**src/design/wsd_pkg.sv**
```systemverilog
// shared types and codes for the work-stealing task deques
package wsd_pkg;

  localparam int unsigned TASK_W = 16;
  localparam int unsigned WID_W  = 3;
  localparam int unsigned CFG_W  = 4;
  localparam int unsigned STAT_W = 2;

  localparam logic OP_PUSH  = 1'b0;
  localparam logic OP_FETCH = 1'b1;

  localparam logic [STAT_W-1:0] ST_OK   = 2'd0;
  localparam logic [STAT_W-1:0] ST_FULL = 2'd1;
  localparam logic [STAT_W-1:0] ST_SKIP = 2'd2;
  localparam logic [STAT_W-1:0] ST_NONE = 2'd3;

  // pointer update requests for the selected worker
  typedef struct packed {
    logic push;
    logic pop;
    logic steal;
  } ptr_op_t;

  // occupancy of the selected worker's deque
  typedef struct packed {
    logic empty;
    logic full;
  } ptr_stat_t;

endpackage

```
**src/design/wsd_ptr_file.sv**
```systemverilog
// top and bottom pointers per worker, occupancy check and slot math for one worker
module wsd_ptr_file #(
  parameter int unsigned WORKERS     = 8,
  parameter int unsigned QUEUE_DEPTH = 1024,
  parameter int unsigned WW          = 3,
  parameter int unsigned QW          = 10
) (
  input  logic               clk,
  input  logic               rst,
  input  logic [WW-1:0]      sel,
  input  wsd_pkg::ptr_op_t   op,
  output wsd_pkg::ptr_stat_t stat,
  output logic [QW-1:0]      top_slot,
  output logic [QW-1:0]      bot_slot,
  output logic [QW-1:0]      pop_slot
);
  import wsd_pkg::*;

  localparam int unsigned PW = $clog2(2 * QUEUE_DEPTH);
  localparam logic [PW:0]   PMOD   = (PW + 1)'(2 * QUEUE_DEPTH);
  localparam logic [PW-1:0] PLAST  = PW'(2 * QUEUE_DEPTH - 1);
  localparam logic [PW-1:0] QD_P   = PW'(QUEUE_DEPTH);

  logic [PW-1:0] top [WORKERS];
  logic [PW-1:0] bottom [WORKERS];

  logic [PW-1:0] t;
  logic [PW-1:0] b;
  logic [PW-1:0] b_dec;
  logic [PW-1:0] b_inc;
  logic [PW-1:0] t_inc;
  logic [PW-1:0] count;
  logic [PW:0]   count_wrap;

  function automatic logic [QW-1:0] slot_of(input logic [PW-1:0] p);
    logic [PW-1:0] s;
    s = (p >= QD_P) ? (p - QD_P) : p;
    return s[QW-1:0];
  endfunction

  always_comb begin
    t          = top[sel];
    b          = bottom[sel];
    count_wrap = {1'b0, b} + PMOD - {1'b0, t};
    count      = (b >= t) ? (b - t) : count_wrap[PW-1:0];
    stat.empty = (count == '0);
    stat.full  = (count >= QD_P);
    b_dec      = (b == '0) ? PLAST : (b - PW'(1));
    b_inc      = (b == PLAST) ? '0 : (b + PW'(1));
    t_inc      = (t == PLAST) ? '0 : (t + PW'(1));
    top_slot   = slot_of(t);
    bot_slot   = slot_of(b);
    pop_slot   = slot_of(b_dec);
  end

  always_ff @(posedge clk) begin
    if (rst) begin
      for (int i = 0; i < WORKERS; i++) begin
        top[i]    <= '0;
        bottom[i] <= '0;
      end
    end else begin
      if (op.push) begin
        bottom[sel] <= b_inc;
      end else if (op.pop) begin
        bottom[sel] <= b_dec;
      end
      if (op.steal) begin
        top[sel] <= t_inc;
      end
    end
  end

endmodule

```
**config.mk**
```make
export PLATFORM = sky130hd
export DESIGN_NAME = wsd_ptr_file
export DESIGN_NICKNAME = d
export VERILOG_FILES = /design/src/design/wsd_pkg.sv /design/src/design/wsd_ptr_file.sv
export SDC_FILE = /design/constraint.sdc
export NUM_CORES = 1
export LEC_CHECK = 0
export BUFFER_PORTS_ARGS = -buffer_cell sky130_fd_sc_hd__buf_2
export CAP_MARGIN = 20
export CORE_MARGIN = 5
export CORE_UTILIZATION = 40
export CTS_CLUSTER_DIAMETER = 80
export DETAILED_ROUTE_END_ITERATION = 8
export SYNTH_ARGS = -nofsm -noshare
export SYNTH_HDL_FRONTEND = slang
export SYNTH_SLANG_ARGS = --single-unit
```
**constraint.sdc**
```tcl
create_clock -name clk -period 4.3 [get_ports clk]
set_clock_uncertainty 0.2 [all_clocks]
set_input_delay 0.215 -clock clk [delete_from_list [all_inputs] [get_ports clk]]
set_output_delay 0.215 -clock clk [all_outputs]
set_load 0.05 [all_outputs]
```
== Word level (Yosys, flattened, before mapping) ==
Memory sizes are Yosys's and may differ from the RTL's.
Cells that the tools add are included.
Cells by class
  magnitude comparators: 5
  equal/unequal tests: 2
  reduce and logical (&&, ||, !) cells: 4
  multiplexer cells: 26
  add/sub/neg operators: 9
  bitwise gates (word level): 1
Operator list (number)
  11-bit 2-to-1 mux: 7
  11-bit >= comparator (second input constant): 4
  11-bit by 1-bit adder with 11-bit output (second input constant): 3
  10-bit 2-to-1 mux: 3
  10-bit by 1-bit subtractor with 10-bit output (second input constant): 3
  11-bit == test (second input constant): 2
  11-bit zero test: 2
  11-bit OR reduction: 2
  11-bit subtractor: 2
  1-bit 2-to-1 mux: 14
  11-bit >= comparator: 1
  11-bit by 1-bit subtractor with 11-bit output (second input constant): 1
  3-bit 2-to-1 mux: 2
  1-bit OR: 1
Word-level totals
  output and inout bits: 32
  memories: 2
  register bits: 0
  word-level logic and storage cells: 49
  RAM bits: 176
  bits of input ports: 8
Memory list
  bottom: depth 8, width 11, rd ports 1, clocked after Yosys merged registers in 0, write ports 8, line wsd_ptr_file.sv:25  | logic [PW-1:0] bottom [WORKERS];
  top: depth 8, width 11, rd ports 1, clocked after Yosys merged registers in 0, write ports 8, line wsd_ptr_file.sv:24  | logic [PW-1:0] top [WORKERS];

== Logic depth before layout (Yosys ltp) ==
Gate-level depths: netlist (run 1).
  depth in word-level cells: 7
  depth in mapped cells: 16
  mapped depth without buffers: 12

== Worst setup path before layout (run 1) ==
Ideal clock, no wire load.
  kind: input -> output
  start point: input sel[2]
  end point: output stat[1] in the netlist's numbering
  stages on the path: 16
  setup slack: -1.692 ns
  data arrival time: 5.577 ns
  data required time: 3.885 ns
  path through: buf_2 -> buf_4 -> buf_4 -> buf_4 -> mux2i_1 -> mux4_2 -> o211ai_1 -> ha_1 -> fa_1 -> nor2b_1 -> o21ai_0 -> a21oi_1 -> o21ai_0 -> o21ai_0 -> xnor2_1 -> nor4_1
RTL lines
  start: declaration: line wsd_ptr_file.sv:10  | input logic [WW-1:0] sel,
  end: declaration: line wsd_ptr_file.sv:12  | output wsd_pkg::ptr_stat_t stat,

==> results of run 1 <==
## final timing paths
path | start | endpoint
max reg2reg | bottom[1][0]$_SDFFCE_PN0P_ | bottom[0][8]$_SDFFCE_PN0P_
min | op[0] | top[7][10]$_SDFFCE_PN0P_
max | bottom[6][2]$_SDFFCE_PN0P_ | stat[1]
min reg2reg | top[3][6]$_SDFFCE_PN0P_ | top[1][6]$_SDFFCE_PN0P_
## what timing repair did
item                                    CTS  global route
setup buffers                             0             2
gates resized for setup                   3            12
endpoints found under the hold margin     0             0
pin swaps                                 0             1
endpoints found under the setup margin    1             2
## layer usage
metal	vias to the layer above	wire, um	global-route usage
met1	3526	12200	0.300
li1	3217	-	-
met4	0	446	0.0560
met5	-	0	0
met2	342	13000	0.336
met3	29	2670	0.0532
## synthesized netlist by cell type, types with 5 or more instances
library cell	count	area [um2]
a31oi_1	11	68.8
mux2_2	14	158
nor2_1	176	661
nor4_1	11	68.8
buf_4	5	37.5
nand3_1	24	120
clkbuf_1	23	86.3
inv_1	18	67.6
mux4_2	28	631
a21oi_1	37	185
ha_1	13	163
nor2b_1	10	62.6
a211oi_1	8	60.1
or3_1	8	50.1
mux2i_1	26	260
nand2_1	49	184
and3_1	7	43.8
edfxtp_1	176	5290
o211ai_1	6	45.0
nor3_1	18	90.1
buf_2	13	65.1
nor3b_1	7	52.6
xnor2_1	11	96.3
o21ai_0	21	105
nand2b_1	21	131
## cells by family (layout without fill, tap and decap cells)
family          after synthesis  in the layout
compound gates              130            130
xor+xnor                     14             14
fa+ha+maj                    14             14
buf+inv                      69            158
flops                       176            176
mux                          69             69
simple gates                351            351
## placed cells by master (no fill, tap or decap), types with 16 or more instances in the layout
master / instances
edfxtp_1: 176
clkbuf_16: 17
nand2b_1: 20
a21oi_1: 36
mux2i_1: 23
nor3_1: 18
mux4_2: 28
nand2_1: 49
buf_2: 37
buf_4: 63
inv_1: 16
nand3_1: 24
nor2_1: 174
o21ai_0: 19
## power breakdown
group          total (W)  internal (W)  switching [W]
sequential       0.00200       0.00197      0.0000279
clock            0.00167      0.000986       0.000680
combinational   0.000977      0.000310       0.000667
## sequential cells by signal, indices dropped and copies added, names as in the netlist
| name | cells |
|---|---|
| top | 88 |
| bottom | 88 |
## final cells by class
cell class / count / area, um2
clock buffer: 18 / 429
clock inverter: 14 / 201
fill: 2185 / 12300
inverter: 21 / 78.8
multi-input combinational: 578 / 3960
sequential: 176 / 5290
tap: 319 / 399
timing repair buffer: 105 / 737
## tightest hold or removal path: stages
cell	delay, ns
buf_2	0.13
nor3b_1	0.17
nand2_1	0.07
buf_4	0.21
nor2_1	0.07
## per-stage QoR
step / hold slack, ns / worst slack (ns) / TNS [ns] / total power, W
2_1_floorplan: 0.372 / -0.399 / -0.399 / 0.00268
3_3_place_gp: 0.834 / 0.117 / 0 / 0.00298
3_5_place_dp: 0.833 / 0.0972 / 0 / 0.00298
4_1_cts: 0.382 / 0.0158 / 0 / 0.00463
5_1_grt: 0.400 / 0.00769 / 0 / 0.00481
6_report: 0.405 / 0.129 / 0 / 0.00464
==> flow_metrics.tcl, run 1 <==
set metrics [dict create \
    worstMarginPinSlew_ns 0.939 \
    die_h_um 164 \
    root_buffer "clkbuf_16" \
    rows 56 \
    final_antenna_net_count 0 \
    cts_buffer_depth 2 \
    die_w_um 164 \
    path_clk_slew_ns 0.07 \
    gp_congestion 0.919 \
    drive_gt1_frac 0.226 \
    cp.arrival_ns 3.76 \
    slew_violations 0 \
    vias 7114 \
    synth_flop_cell "edfxtp_1" \
    endpoint_kind "output port" \
    critical_path_class "flip-flop to output port" \
    fin_util 0.474 \
    peakVddDrop_uv 280 \
    cp.required_ns 3.88 \
    place_area_um2 10400 \
    wirelength_um 28200 \
    hold_path.class "input port to flip-flop" \
    setup_violations 0 \
    drt_iter0_drc 1049 \
    grt_pass1_vias 6877 \
    htreeDepth 4 \
    firstDrtPassIters 5 \
    synth_seq_area_share 0.559 \
    grt_max_degree 29 \
    hpwl_um 19400 \
    synth_top_family_by_area "simple AND/OR/NAND/NOR gates" \
    drc_errors 0 \
    postLayoutCellArea_um2 11100 \
    syn_area_per_cell_um2 11.5 \
    rsz0062_at_grt "false" \
    viasPerCell 5.78 \
    grt_first_pass_wirelength_um 42100 \
    port_buffers 39 \
    synth_cell_type_count 68 \
    critPathTopFamily "simple AND/OR/NAND/NOR gates" \
    cts_buffers 17 \
    crit_buf_inv 1 \
    fin_crit_ns 4.17 \
    cts_sinks 176 \
    grtUsageTotal 0.214 \
    finalCritPeriodShare 0.970 \
    holdPathStages 5 \
    drv_cap 0 \
    synth_edf_count 176 \
    crit_chain "mux4_2, o2bb2ai_2, nor2_2, ha_4, o211ai_1, or3_1, a211oi_2, a311oi_1, or4_4, nor4_4, buf_6" \
    synthAdderAreaFrac 0.0193 \
    syn-cell-area_um2 9460 \
    start_kind "flip-flop" \
    ys_async_sr_fraction 0 \
    p_per_area_nw_per_um2 419 \
    core-area_um2 23400 \
    p_leak_nw 4.12 \
    reg2reg_depth 10 \
    area_growth_pct 17.2 \
    antenna_found_initial 0 \
    synth_cells 823 \
    dieArea_um2 26800 \
    cp_max_fo 7 \
    fmax_mhz 240 \
    yosys_warnings 0 \
    cts-hold-fix-buffers 0 \
    overflow 0 \
    crit_cells 11 \
    ys_seq_elements 176 \
    synth_xor_area_frac 0.0130 \
    max_stage_delay_ns 0.50 \
    yosys.area_share.simple 0.171 \
    io_pins 40 \
    clk_latency_ns 0.43 \
    synth_mux_area_frac 0.112 \
    slew_headroom 0.370 \
    status "finished clean" \
    final_nets 921 \
    slowest_stage "mux4_2" \
    syn_nets 845 \
    initial_core_util 0.404 \
    cts_tree "yes" \
    synth-compound-area-share 0.0915 \
    layout.cells.non_filler 1231 \
    rrSetupSlack_ns 0.67 \
    wl_per_cell_um 22.9 \
    finalHoldViolCount 0 \
    dp.cells 1196 \
    n_antenna_cell 0 \
]
Power figures use the tool's default switching activity.
==> run 2: changes to the inputs <==
Clock period 4.3 ns to 4.5 ns, I/O delays scaled along.
==> run 2 against run 1 <==
Routed wire length decreased by 1.2%. Utilization is 0.79 points lower. Via count increased by 0.18%. Die area unchanged. Cell area down 1.7%. Clock power decreased by 5%. Flip-flop and latch count did not move.
==> flow_metrics.tcl, run 2 (synthesis gave the netlist of run 1 again) <==
set metrics [dict create \
    status "finished clean" \
    place_area_um2 10200 \
    reg.largest.list "bottom (88), top (88)" \
    clk_latency_ns 0.43 \
    dp.cells 1183 \
    firstDrtPassIters 5 \
    cts_buffer_depth 2 \
    drive_gt1_frac 0.207 \
    grt_pass1_vias 6917 \
    finalCritPeriodShare 0.953 \
    finalPower_w 0.00441 \
    hold_path.class "input port to flip-flop" \
    cts_tree "yes" \
    dieArea_um2 26800 \
    fmax_mhz 233 \
    antenna_found_initial 1 \
    critical_path_class "flip-flop to output port" \
    drt_iter0_drc 882 \
    initial_core_util 0.404 \
    cts-hold-fix-buffers 0 \
    final_cell_mix "edfxtp_1 (176), nor2_1 (175), buf_4 (54)" \
    p_switching_w 0.00130 \
    cts_buffers 17 \
    drc_errors 0 \
    swShare 0.296 \
    reg2reg_depth 10 \
    layout.cells.non_filler 1216 \
    area_growth_pct 15.2 \
    p_int_w 0.00310 \
    max_stage_delay_ns 0.48 \
    p_per_area_nw_per_um2 404 \
    wirelength_um 27900 \
    grt_first_pass_wirelength_um 42200 \
    endpoint_kind "output port" \
    worstMarginPinSlew_ns 0.951 \
    cts_sinks 176 \
    crit_chain "mux4_2, o2bb2ai_1, nor2_2, ha_1, o211ai_1, or3_1, a211oi_2, a311oi_1, or4_4, nor4_4, buf_4" \
    n_antenna_cell 0 \
    finalHoldViolCount 0 \
    grt_max_degree 34 \
    io_pins 40 \
    wl_per_cell_um 22.9 \
    root_buffer "clkbuf_16" \
    path_clk_slew_ns 0.07 \
    start_kind "flip-flop" \
    overflow 0 \
    clockPowerShare 0.362 \
    fill_cells 2176 \
    port_buffers 39 \
    seqPwrFrac 0.433 \
    holdPathStages 5 \
    p_leak_nw 4.03 \
    gp_congestion 0.901 \
    cp.arrival_ns 3.87 \
    peakVddDrop_uv 281 \
    final_nets 907 \
    core-area_um2 23400 \
    viasPerCell 5.86 \
    htreeDepth 4 \
    cp.required_ns 4.07 \
    drv_cap 0 \
    fin_crit_ns 4.29 \
    slowest_stage "mux4_2" \
    final_common_cell "edfxtp_1" \
    cp_max_fo 7 \
    slew_headroom 0.366 \
    power_frac_comb 0.205 \
    fin_util 0.466 \
    hpwl_um 19300 \
    die_w_um 164 \
    setup_violations 0 \
    grtUsageTotal 0.212 \
    rows 56 \
    postLayoutCellArea_um2 10900 \
    die_h_um 164 \
    final_antenna_net_count 0 \
    vias 7127 \
    slew_violations 0 \
]
==> run 2: path summary, 6_finish.rpt <==
path | start | slack [ns] | to
setup / recovery | bottom[6][2]$_SDFFCE_PN0P_ | 0.21 | stat[1]
hold reg to reg | top[7][2]$_SDFFCE_PN0P_ | 1.03 | top[2][2]$_SDFFCE_PN0P_
hold / removal | op[0] | 0.44 | top[5][6]$_SDFFCE_PN0P_
setup reg to reg | bottom[2][0]$_SDFFCE_PN0P_ | 0.78 | bottom[4][8]$_SDFFCE_PN0P_
==> run 2: cell type report <==
| cell class | count | area [um2] | share of cell area |
|---|---|---|---|
| repair buffers | 91 | 591 | 0.0542 |
| well taps | 319 | 399 | 0.0366 |
| multi-input cells | 578 | 3920 | 0.359 |
| clock inverters | 14 | 205 | 0.0188 |
| flip-flops and latches | 176 | 5290 | 0.485 |
| inverters | 21 | 78.8 | 0.00723 |
| clock buffers | 17 | 425 | 0.0390 |
==> run 2: repair_timing <==
action	4_1_cts	5_1_grt
gates resized for setup	0	6
endpoints found under the setup margin	0	1
setup buffers	0	2
==> run 2: critical path, delay by kind of cell, from the launching register on <==
family,cells,cell delay [ns]
and+or+nand+nor,4,1.21
AOI/OAI and AO/OA,4,0.69
muxes,1,0.48
DFF,1,0.44
adders and majority gates,1,0.36
buffers and inverters,1,0.23
==> run 2: power groups by stage <==
stage	clock [W]	combinational (W)	sequential, W
2_1_floorplan	0	0.000630	0.00193
3_3_place_gp	0	0.000877	0.00194
3_5_place_dp	0	0.000882	0.00195
4_1_cts	0.00160	0.000886	0.00191
5_1_grt	0.00168	0.000968	0.00192
6_report	0.00159	0.000902	0.00191
==> run 2: through the flow <==
| stage | hold WS, ns | TNS, ns | setup WS, ns |
|---|---|---|---|
| 3_5_place_dp | 0.868 | 0 | 0.289 |
| 5_1_grt | 0.435 | -0.0109 | -0.0109 |
| 3_3_place_gp | 0.862 | 0 | 0.346 |
| 2_1_floorplan | 0.382 | -0.219 | -0.219 |
| 6_report | 0.445 | 0 | 0.210 |
| 4_1_cts | 0.410 | 0 | 0.0786 |
==> run 2: routing by layer <==
layer	GRT usage	wire, um	up-vias
li1	-	-	3191
met1	0.301	12000	3574
met2	0.341	12900	326
met3	0.0376	2470	34
met4	0.0526	486	2
met5	0	7	-
